--- src/rtl/vrn_pkg.sv ---
// vrn_pkg: shared widths, types and arithmetic helpers for vector_rotate_normalize
// no dependencies
package vrn_pkg;
  localparam int CompWidth = 16;
  localparam int FracBits  = 14;
  localparam int SqWidth   = 2 * CompWidth + 2;
  localparam int LenWidth  = SqWidth / 2;
  localparam int NumLanes  = 3;
  localparam int QWidth    = CompWidth + FracBits + 2;
  localparam int DivSteps  = QWidth;

  typedef logic signed [CompWidth-1:0] comp_t;
  typedef logic signed [2*CompWidth+3:0] wide_t;

  function automatic comp_t clip(input wide_t v, output logic sat);
    wide_t hi;
    wide_t lo;
    hi = wide_t'((64'sd1 <<< (CompWidth - 1)) - 1);
    lo = -wide_t'(64'sd1 <<< (CompWidth - 1));
    sat = 1'b0;
    if (v > hi) begin
      sat = 1'b1;
      return comp_t'(hi);
    end
    if (v < lo) begin
      sat = 1'b1;
      return comp_t'(lo);
    end
    return comp_t'(v);
  endfunction

  // operands never exceed 18 signed bits (component or one minus cosine)
  function automatic wide_t qmul(input wide_t a, input wide_t b);
    logic signed [CompWidth+1:0] ma;
    logic signed [CompWidth+1:0] mb;
    wide_t pr;
    ma = a[CompWidth+1:0];
    mb = b[CompWidth+1:0];
    pr = ma * mb + (wide_t'(1) <<< (FracBits - 1));
    return pr >>> FracBits;
  endfunction
endpackage

--- src/rtl/vrn_div_lane.sv ---
// vrn_div_lane: one pipelined restoring divider lane, one quotient bit per stage
// depends on vrn_pkg
module vrn_div_lane import vrn_pkg::*; (
  input  logic                clk,
  input  logic                en,
  input  logic [QWidth-1:0]   num,
  input  logic [LenWidth-1:0] den,
  output logic [QWidth-1:0]   quo
);
  logic [QWidth-1:0]   q   [DivSteps+1];
  logic [LenWidth:0]   rem [DivSteps+1];
  logic [QWidth-1:0]   nm  [DivSteps+1];
  logic [LenWidth-1:0] dd  [DivSteps+1];

  assign q[0]   = '0;
  assign rem[0] = '0;
  assign nm[0]  = num;
  assign dd[0]  = den;

  for (genvar i = 0; i < DivSteps; i++) begin : g_step
    logic [LenWidth+1:0] sh;
    logic [LenWidth+1:0] df;
    assign sh = {rem[i], nm[i][QWidth-1-i]};
    assign df = sh - {2'b00, dd[i]};
    always_ff @(posedge clk) begin
      if (en) begin
        nm[i+1] <= nm[i];
        dd[i+1] <= dd[i];
        if (!df[LenWidth+1]) begin
          rem[i+1] <= df[LenWidth:0];
          q[i+1]   <= {q[i][QWidth-2:0], 1'b1};
        end else begin
          rem[i+1] <= sh[LenWidth:0];
          q[i+1]   <= {q[i][QWidth-2:0], 1'b0};
        end
      end
    end
  end

  assign quo = q[DivSteps];
endmodule

--- config.mk ---
export PLATFORM = sky130hd
export DESIGN_NAME = vrn_div_lane
export DESIGN_NICKNAME = d
export VERILOG_FILES = /design/src/rtl/vrn_pkg.sv /design/src/rtl/vrn_div_lane.sv
export SDC_FILE = /design/constraint.sdc
export NUM_CORES = 2
export LEC_CHECK = 0
export ABC_AREA = 1
export BUFFER_PORTS_ARGS = -buffer_cell sky130_fd_sc_hd__buf_4
export CORE_ASPECT_RATIO = 1.1
export CORE_MARGIN = 1.5
export CORE_UTILIZATION = 35
export CTS_CLUSTER_DIAMETER = 150
export CTS_CLUSTER_SIZE = 14
export DETAILED_ROUTE_END_ITERATION = 8
export GPL_ROUTABILITY_DRIVEN = 0
export HOLD_SLACK_MARGIN = 0.02
export PLACE_DENSITY = 0.55
export SYNTH_ARGS = -nofsm -noshare
export SYNTH_HDL_FRONTEND = slang
export SYNTH_SLANG_ARGS = --single-unit
export TNS_END_PERCENT = 5
--- constraint.sdc ---
create_clock -name clk -period 1.9 [get_ports clk]
set_input_delay 0.38 -clock clk [delete_from_list [all_inputs] [get_ports clk]]
set_output_delay 0.38 -clock clk [all_outputs]
set_load 0.02 [all_outputs]
==> reports/results.ini <==
[run_status]
status = finished, violations left
violations = negative setup slack

[min_path]
hold_path.startpoint = num[17]
hold_class = input pin to flip-flop
hold_depth = 2
holdPathEnd = nm[1009]$_DFFE_PP_

[floorplan]
dieHeight_um = 579
core_area_um2 = 300000
pin_count = 83
start_util_pct = 35.1
die_area_um2 = 305000
dieWidth_um = 526
row_count = 211

[place]
dp_hpwl_um = 190000
port-buffer-count = 82

[timing]
rsz0062_at_grt = true
period_minus_slack_ns = 2.20
max_freq_ghz = 0.454
slew_viol_final = 0
post-route-period-util_pct = 116
fin_ws_ns = -0.303
clock_skew_ns = 0.0677
whs_ns = 0.237
final-hold-violation-count = 0
setup_viol = 570

[synthesis]
yosysWarnings = 0
syn_avg_cell_area_um2 = 9.94
synth_seq_area_share_pct = 60.0
synth_area_leader_cell = edfxtp_1
synthSimpleGateAreaFrac_pct = 21.9
synth_top_family_by_area = simple AND/OR/NAND/NOR gates
syn_inst = 10616
synth_adder_area_share_pct = 6.83
netlist_area_um2 = 105000
synth_compound_area_share_pct = 2.92
ys_seq_elements = 2109
synthTopCellsByArea = edfxtp_1 60%, nand2_1 14%, ha_1 6.3%
synthXorXnorAreaFrac_pct = 2.25
synth_mux_area_share_pct = 0
synth_cell_type_count = 31
synth_top_area_share_pct = 60.0

[final_layout]
drive_gt1_share_pct = 30.8
fillers = 27227
nNetsFinal = 14019
area_growth_syn_to_layout_pct = 35.0

[clock_network]
htree_levels = 4
cts_tree = yes
clock_latency_ns = 0.88
cts_root_buf = clkbuf_16
clkSlewWorstSetupHoldPaths_ns = 0.06
numCtsBuffers = 172
cts_num_sinks = 2109
cts_buffer_depth = 4

[drt]
drcViolationCount = 0
wirelength_um = 264000
viasPerCell = 4.59
dr_total_vias = 79741
drtIter0Drc = 5125
drtAntennaViolNets = 0
drt_pass1_iterations = 6
wl_per_cell_um = 15.2

[pwr]
p_int_mw = 135
combPwrFrac_pct = 52.9
cellPowerDensity_nw_per_um2 = 1550
switching_power_mw = 86.6
peakVddDrop_uv = 843
p_total_mw = 221
p_leak_nw = 64.9
switching_share_pct = 39.1
pwr-share-clk_pct = 14.8
p_seq_share_pct = 32.3

[worst_setup_path]
rrSetupSlack_ns = -0.30
reg2reg_to = g_step[25].sh[13]$_DFFE_PP_
rr_worst_depth = 12
startpoint_type = flip-flop
endpoint_kind = flip-flop
critPathArrivalTime_ns = 2.80
critical_path_peak_fanout = 8
r2r_start = g_step[24].sh[6]$_DFFE_PP_
path_class = flip-flop to flip-flop
required_ns = 2.50

[global_route]
grt_pass1_wl_um = 417000
grt_pass1_vias = 80671
grt_overflow = 0
grtUsageTotal_pct = 16.7
antenna_found_initial = 2
grt_max_degree = 77

[run]
maxCapViolCount = 0

[synthesized netlist by cell type, drive strengths merged]
library cell	instances
nand2	4004
edfxtp	2109
inv	1457
nor2	717
nand3	592
ha	528
a21oi	366
xor2	219
and2	120
o21ai	106
buf	92
o21bai	60
nor3	53
xnor2	52
or2	42
nand4	34
fa	30
o21a	30
nor4	3
clkbuf	1
conb	1
[area by class of cell]
cell class,count,area [um2],share of cell area [%]
antenna,1,2.50,0.00176
clock buffer,174,4350,3.06
clock inverter,10,189,0.133
inverter,1457,5470,3.84
multi-input combinational,7022,43300,30.4
sequential,2109,63300,44.5
tap,3940,4930,3.46
timing repair buffer,2648,20900,14.6
[how the worst max path moves through the flow]
stage                                     from                     endpoint  slack, ns  cells after the start
floorplan                    dd[340]$_DFFE_PP_  g_step[13].sh[11]$_DFFE_PP_     -0.008                     11
global placement             dd[259]$_DFFE_PP_   g_step[18].sh[3]$_DFFE_PP_      -0.39                     14
detailed placement           dd[258]$_DFFE_PP_   g_step[18].sh[3]$_DFFE_PP_      -0.46                     14
CTS                 g_step[24].sh[9]$_DFFE_PP_  g_step[25].sh[13]$_DFFE_PP_      -0.28                     12
global route        g_step[24].sh[6]$_DFFE_PP_  g_step[25].sh[13]$_DFFE_PP_      -0.37                     12
finish              g_step[24].sh[6]$_DFFE_PP_  g_step[25].sh[13]$_DFFE_PP_      -0.30                     12
[routing by layer]
metal	global-route usage, %	up-vias	share of wire, %
li1	-	40195	-
met1	21.1	37522	44
met2	29.9	1523	49
met3	1.81	501	3.5
met4	5.43	0	3.3
met5	0	-	0
[cells by family (layout without fill, tap and decap cells)]
logic type | after synthesis | after routing
flip-flops | 2109 | 2109
adder cells (fa/ha/maj) | 558 | 558
AND/OR/NAND/NOR | 5565 | 5623
XOR/XNOR | 271 | 271
other | 1 | 9
AO/OA/AOI/OAI | 562 | 562
buffers and inverters | 1550 | 4289
[worst max-delay path, cell delays in order, from the launching register on]
cell	delay, ns
edfxtp_1	0.48
ha_1	0.37
nand2_1	0.16
nor2_4	0.06
nand3_1	0.08
nand3_2	0.10
nand2_2	0.11
nand2_2	0.08
nand2_2	0.08
nand2_4	0.11
buf_6	0.16
nand2_2	0.06
nand2_1	0.06
[timing repair]
| item | CTS | global route |
|---|---|---|
| hold buffers | 50 | 0 |
| endpoints found under the hold margin | 73 | 0 |
| buffers inserted | 126 | 84 |
| gates resized for setup | 489 | 506 |
| pin swaps | 164 | 159 |
| gates cloned | 38 | 21 |
| endpoints found under the setup margin | 575 | 576 |
[state kept, by name (all words and copies together), names as in the netlist]
register	flops
dd	527
g_step.sh	589
nm	465
q	496
quo	32
[placed cells by master (no fill, tap or decap), drive strengths merged]
master       instances
a21oi              366
and2               120
buf               2598
clkbuf             174
clkinv               4
clkinvlp             1
conb                 8
diode                1
dlygate4sd3         50
edfxtp            2109
fa                  30
ha                 528
inv               1462
nand2             4062
nand3              592
nand4               34
nor2               717
nor3                53
nor4                 3
o21a                30
o21ai              106
o21bai              60
or2                 42
xnor2               52
xor2               219
[stage by stage]
stage          instance area, um2  utilization, %  std cells  setup WS [ns]  setup TNS, ns
2_1_floorplan              108000               -      10623       -0.00802         -0.964
6_report                   142000            47.4      17361         -0.303         -96.85
3_3_place_gp               131000            43.5      16858         -0.389        -135.82
4_1_cts                    139000            46.4      17256         -0.281        -101.86
5_1_grt                    142000            47.4      17361         -0.368        -162.80
3_5_place_dp               131000            43.5      16858         -0.456        -153.52
[power by group through the flow]
stage	clock [mW]	combinational [mW]	sequential, mW
6_report	32.7	117	71.5
5_1_grt	35.6	130	72.4
4_1_cts	34.4	110	71.3
3_5_place_dp	0	101	72.0
3_3_place_gp	0	99.4	71.9
2_1_floorplan	0	60.8	68.7
Note: power is estimated with default switching activity, not from simulation.
