<file path="config.mk">
export PLATFORM = sky130hd
export DESIGN_NAME = vrn_sqrt
export DESIGN_NICKNAME = d
export VERILOG_FILES = /design/src/rtl/vrn_pkg.sv /design/src/rtl/vrn_sqrt.sv
export SDC_FILE = /design/constraint.sdc
export NUM_CORES = 1
export LEC_CHECK = 0
export ABC_AREA = 1
export BUFFER_PORTS_ARGS = -buffer_cell sky130_fd_sc_hd__buf_2
export CORE_MARGIN = 2
export CORE_UTILIZATION = 64
export CTS_CLUSTER_DIAMETER = 150
export DETAILED_ROUTE_END_ITERATION = 10
export GPL_TIMING_DRIVEN = 1
export MAX_ROUTING_LAYER = met4
export PLACE_DENSITY = 0.81
export SYNTH_ARGS = -nofsm -noshare
export SYNTH_HDL_FRONTEND = slang
export SYNTH_SLANG_ARGS = --single-unit
</file>
<file path="constraint.sdc">
create_clock -name clk -period 9.2 [get_ports clk]
set_input_delay 1.84 -clock clk [delete_from_list [all_inputs] [get_ports clk]]
set_output_delay 1.84 -clock clk [all_outputs]
set_load 0.005 [all_outputs]
</file>
<file path="src/rtl/vrn_pkg.sv">
// vrn_pkg: shared widths, types and arithmetic helpers for vector_rotate_normalize
// no dependencies
package vrn_pkg;
  localparam int CompWidth = 16;
  localparam int FracBits  = 14;
  localparam int SqWidth   = 2 * CompWidth + 2;
  localparam int LenWidth  = SqWidth / 2;
  localparam int NumLanes  = 3;
  localparam int QWidth    = CompWidth + FracBits + 2;
  localparam int DivSteps  = QWidth;

  typedef logic signed [CompWidth-1:0] comp_t;
  typedef logic signed [2*CompWidth+3:0] wide_t;

  function automatic comp_t clip(input wide_t v, output logic sat);
    wide_t hi;
    wide_t lo;
    hi = wide_t'((64'sd1 <<< (CompWidth - 1)) - 1);
    lo = -wide_t'(64'sd1 <<< (CompWidth - 1));
    sat = 1'b0;
    if (v > hi) begin
      sat = 1'b1;
      return comp_t'(hi);
    end
    if (v < lo) begin
      sat = 1'b1;
      return comp_t'(lo);
    end
    return comp_t'(v);
  endfunction

  // operands never exceed 18 signed bits (component or one minus cosine)
  function automatic wide_t qmul(input wide_t a, input wide_t b);
    logic signed [CompWidth+1:0] ma;
    logic signed [CompWidth+1:0] mb;
    wide_t pr;
    ma = a[CompWidth+1:0];
    mb = b[CompWidth+1:0];
    pr = ma * mb + (wide_t'(1) <<< (FracBits - 1));
    return pr >>> FracBits;
  endfunction
endpackage

</file>
<file path="src/rtl/vrn_sqrt.sv">
// vrn_sqrt: pipelined integer square root, rounded to nearest, one result bit per stage
// depends on vrn_pkg
module vrn_sqrt import vrn_pkg::*; (
  input  logic                clk,
  input  logic                en,
  input  logic [SqWidth-1:0]  sq,
  output logic [LenWidth-1:0] len
);
  logic [SqWidth-1:0]  v   [LenWidth+1];
  logic [LenWidth-1:0] r   [LenWidth+1];

  assign v[0] = sq;
  assign r[0] = '0;

  for (genvar i = 0; i < LenWidth; i++) begin : g_step
    localparam int B = LenWidth - 1 - i;
    always_ff @(posedge clk) begin
      if (en) begin
        if (v[i] >= ((SqWidth'(r[i]) << (B + 1) | (SqWidth'(1) << (2 * B))))) begin
          v[i+1] <= v[i] - ((SqWidth'(r[i]) << (B + 1)) | (SqWidth'(1) << (2 * B)));
          r[i+1] <= r[i] | (LenWidth'(1) << B);
        end else begin
          v[i+1] <= v[i];
          r[i+1] <= r[i];
        end
      end
    end
  end

  // remainder above root means round up
  assign len = r[LenWidth] + LenWidth'(v[LenWidth] > SqWidth'(r[LenWidth]));
endmodule
</file>
==> PnR_summary.wiki <==
{| class="wikitable"
! Metric !! Value
|-
| Post-CTS clock slew at the launch and capture registers of the worst setup and hold paths || roughly 0.060 ns
|-
| Highest clock frequency the design can meet || between 150 and 200 MHz
|-
| Unrepaired setup endpoints after global routing || false
|-
| #FFs+latches synth || 731
|-
| Final WL || between 90000 and 100000 um
|-
| Met1 wire length || a little under 40000 um
|-
| Residual overflow from global routing || 0
|-
| Sequential fraction of the synthesis area || 55.3%
|-
| Fraction of power spent switching nets || about a third
|-
| Cell Pwr Density || about 230 mW/mm^2
|-
| Detailed placement HPWL || 72700 um
|-
| Largest fanout on the critical path || 4
|-
| Iteration-0 DRC Markers || approximately 3000
|-
| Cells resized by post-CTS repair || 0
|-
| Effective utilization at floorplan || between 60% and 70%
|-
| Fin crit share || between 60% and 70%
|-
| Internal power || between 6 and 7 mW
|-
| Slew Viols, Final || 0
|-
| Standard-cell row count || about 90
|-
| Setup TNS || 0 ns
|-
| Post-detailed-route DRC marker count || 0
|-
| Hold Crit Depth || 0
|-
| Result of the run || completed
|-
| Path type of the worst min-delay path || reg -> reg
|-
| TritonCTS clock tree || built
|-
| Final #Nets || roughly 4600
|-
| Count of warnings emitted by yosys || 0
|-
| Mapped Nets || around 4500
|-
| Kind of launch point of the worst setup path || flop
|-
| Top post-synthesis cells by count || 1107 x sky130_fd_sc_hd__nand2_1, 731 x sky130_fd_sc_hd__edfxtp_1, 582 x sky130_fd_sc_hd__inv_1, 455 x sky130_fd_sc_hd__nor2_1, 238 x sky130_fd_sc_hd__a21oi_1
|-
| Detailed-routed wire length on met2 || 46900 um
|-
| Num CTS Buffers || 77
|-
| Initial antenna violation count || 4
|-
| First-pass GRT wire length || 151000 um
|-
| Clock network power share || roughly 31%
|-
| Startpoint-to-endpoint class of the critical path || reg -> out
|-
| Top post-synthesis cells by area || sky130_fd_sc_hd__edfxtp_1 55%, sky130_fd_sc_hd__nand2_1 10%, sky130_fd_sc_hd__ha_1 5.9%
|-
| # Post-CTS Setup Buffers || 0
|-
| Number of hold buffers added after CTS || 0
|-
| Power Total || about 9.9 mW
|-
| Fraction of layout cells with a size suffix above 1 || under 10%
|-
| Reported net switching power || 3.15 mW
|-
| Cell type contributing the most total cell area after synthesis || sky130_fd_sc_hd__edfxtp_1
|-
| Clock network latency to the later pin of the worst-skew pair || between 0.6 and 0.7 ns
|-
| Top layer in use || met4
|-
| Number of iterations in the first detailed-routing pass || 7
|-
| Worst Setup End Kind || primary output
|-
| Netlist area before placement || roughly 0.04 mm^2
|-
| Sequential power share || ~46%
|-
| Clock sink count || approximately 730
|-
| Max transition margin || a little over a quarter
|-
| Remaining antenna violation count || 0
|-
| Post-synth top area share || a little under three fifths
|-
| Top Ports || 53
|-
| P_leak || 18.5 nW
|-
| Avg Cell Area, Syn || approximately 9.3 um^2
|-
| Per-cell routed wire length || around 18 um
|-
| Wire length on met3 || about 6400 um
|-
| Transition time at the pin with the least slew margin || 1.10 ns
|-
| Detailed-route via count || between 30000 and 40000
|-
| Max cap viols || 0
|-
| Number of endpoints with negative hold slack in the final report || 0
|-
| Mapped Cells || about 4300
|-
| Routability-driven placement congestion ratio || 1.03
|-
| Clock period minus worst slack || between 5 and 6 ns
|-
| H-tree levels || 3
|-
| Maximum number of pins on one net before global-route repair || 150
|-
| Area growth from synthesis to final layout || 9.24%
|-
| Worst reg2reg path depth || 9
|-
| Max Buffers Root-to-Sink || 3
|-
| Final-report setup violation count || 0
|-
| Post-synth EDFFs || approximately 730
|-
| Via/cell ratio || between 5 and 6
|-
| Peak ir drop on the vdd network || ~0.20 mV
|-
| Critical path required time || between 7 and 8 ns
|-
| CTS root buf || sky130_fd_sc_hd__clkbuf_16
|-
| Die footprint || ~0.064 mm^2
|-
| Horizontal die dimension || 253 um
|-
| Vias in the first global route || 28886
|-
| Die Y || between 200 and 300 um
|-
| Share of flip-flops with an asynchronous set or reset || 0%
|-
| Predominant post-synthesis flop cell || sky130_fd_sc_hd__edfxtp_1
|-
| Placeable core region || approximately 0.06 mm^2
|-
| Count of buffers from port buffering || 52
|-
| Fraction of power consumed by combinational cells || between 20% and 30%
|-
| Data arrival time of the critical path || ~3.9 ns
|-
| Synth cell types || 45
|-
| Worst clock skew || approximately 0.049 ns
|-
| Tot GR Track Use || 31.3%
|-
| Most common cell in the synthesized netlist || sky130_fd_sc_hd__nand2_1
|}
==> layout make-up <==
class                      count  area [um^2]
antenna                        8         20.0
clock buffer                  89         1970
clock inverter                53          578
fill                        4520        18100
inverter                     591         2220
multi-input combinational   2907        15200
sequential                   731        22000
tap                          790          988
timing repair buffer          61          363
==> power groups by stage <==
stage / Clock [mW] / Combinational [mW] / Sequential (mW)
after floorplan: 0 / 1.60 / 4.46
after global placement: 0 / 2.14 / 4.61
after detailed placement: 0 / 2.17 / 4.62
after CTS: 3.10 / 2.19 / 4.56
after global routing: 3.23 / 2.51 / 4.60
final: 3.07 / 2.23 / 4.57
==> routing by layer <==
metal	global-route usage, %	vias up
met2	51.9	1181
met3	4.48	293
met5	-	-
li1	-	14588
met1	38.5	14091
met4	13.5	0
==> critical path: stages (launching register included) <==
cell	delay [ns]
sky130_fd_sc_hd__edfxtp_1	0.44
sky130_fd_sc_hd__inv_1	0.07
sky130_fd_sc_hd__ha_1	0.29
sky130_fd_sc_hd__nand4_1	0.12
sky130_fd_sc_hd__nor3_1	0.24
sky130_fd_sc_hd__nand3_1	0.12
sky130_fd_sc_hd__nor2_1	0.09
sky130_fd_sc_hd__nor2_1	0.04
sky130_fd_sc_hd__nor2_1	0.19
sky130_fd_sc_hd__ha_1	0.19
sky130_fd_sc_hd__nand2_1	0.11
sky130_fd_sc_hd__nor3_2	0.33
sky130_fd_sc_hd__nand3_1	0.19
sky130_fd_sc_hd__nor2_2	0.21
sky130_fd_sc_hd__nand2_1	0.09
sky130_fd_sc_hd__nor2_2	0.14
sky130_fd_sc_hd__nand2_1	0.08
sky130_fd_sc_hd__xor2_1	0.14
sky130_fd_sc_hd__buf_2	0.12
==> sequential cells by signal (all words and copies together) (netlist names) <==
register	cells
v	578
r	153
==> path summary, 6_finish.rpt <==
kind | startpoint | end | slack [ns]
worst max register to register | v[254] | v[235] | 5.95
worst max-delay path | r[11] | len[16] | 3.49
worst min register to register | v[551] | v[517] | 0.44
worst min-delay path | v[551] | v[517] | 0.44
==> placed cells by master, fill, tap and decap left out, types with 10 or more instances in the layout <==
master and instances:
sky130_fd_sc_hd__clkbuf_1 12, sky130_fd_sc_hd__nor2_1 454, sky130_fd_sc_hd__inv_1 582, sky130_fd_sc_hd__nand3_1 190, sky130_fd_sc_hd__buf_2 51, sky130_fd_sc_hd__nand2_2 10, sky130_fd_sc_hd__nand3b_1 29, sky130_fd_sc_hd__a21o_1 15
sky130_fd_sc_hd__clkbuf_16 77, sky130_fd_sc_hd__ha_1 187, sky130_fd_sc_hd__o21bai_1 11, sky130_fd_sc_hd__nor4_1 44, sky130_fd_sc_hd__xnor2_1 65, sky130_fd_sc_hd__clkinv_1 22, sky130_fd_sc_hd__or2_2 23, sky130_fd_sc_hd__o21ai_1 20
sky130_fd_sc_hd__o21ai_0 156, sky130_fd_sc_hd__nor3_1 72, sky130_fd_sc_hd__clkinv_2 11, sky130_fd_sc_hd__a21oi_2 11, sky130_fd_sc_hd__xor2_1 109, sky130_fd_sc_hd__nand4_1 98, sky130_fd_sc_hd__a21oi_1 238, sky130_fd_sc_hd__nand2_1 1107
sky130_fd_sc_hd__edfxtp_1 731
==> through the flow <==
step / hold WS (ns) / util [%] / instances / cell area, um^2 / setup slack, ns
final: 0.437 / 70.5 / 5230 / 43300 / 3.49
after global placement: 0.420 / 66.3 / 5080 / 40800 / 4.13
after detailed placement: 0.427 / 66.3 / 5080 / 40800 / 4.09
after global routing: 0.447 / 70.5 / 5226 / 43300 / 3.17
after floorplan: 0.417 / - / 4262 / 39700 / 4.77
after CTS: 0.439 / 70.5 / 5222 / 43300 / 3.42
==> logic make-up (layout without fill, tap and decap cells) <==
group,after synthesis,after routing,synth area share (%)
AOI/OAI and AO/OA,483,483,6.60
xor gates and xnor gates,174,174,3.84
adders and majority gates,187,187,5.90
buffers and inverters,624,794,6.24
DFF,731,731,55.3
other,0,8,0
and+or+nand+nor,2063,2063,22.1
Note: power is estimated with default switching activity, not from simulation.
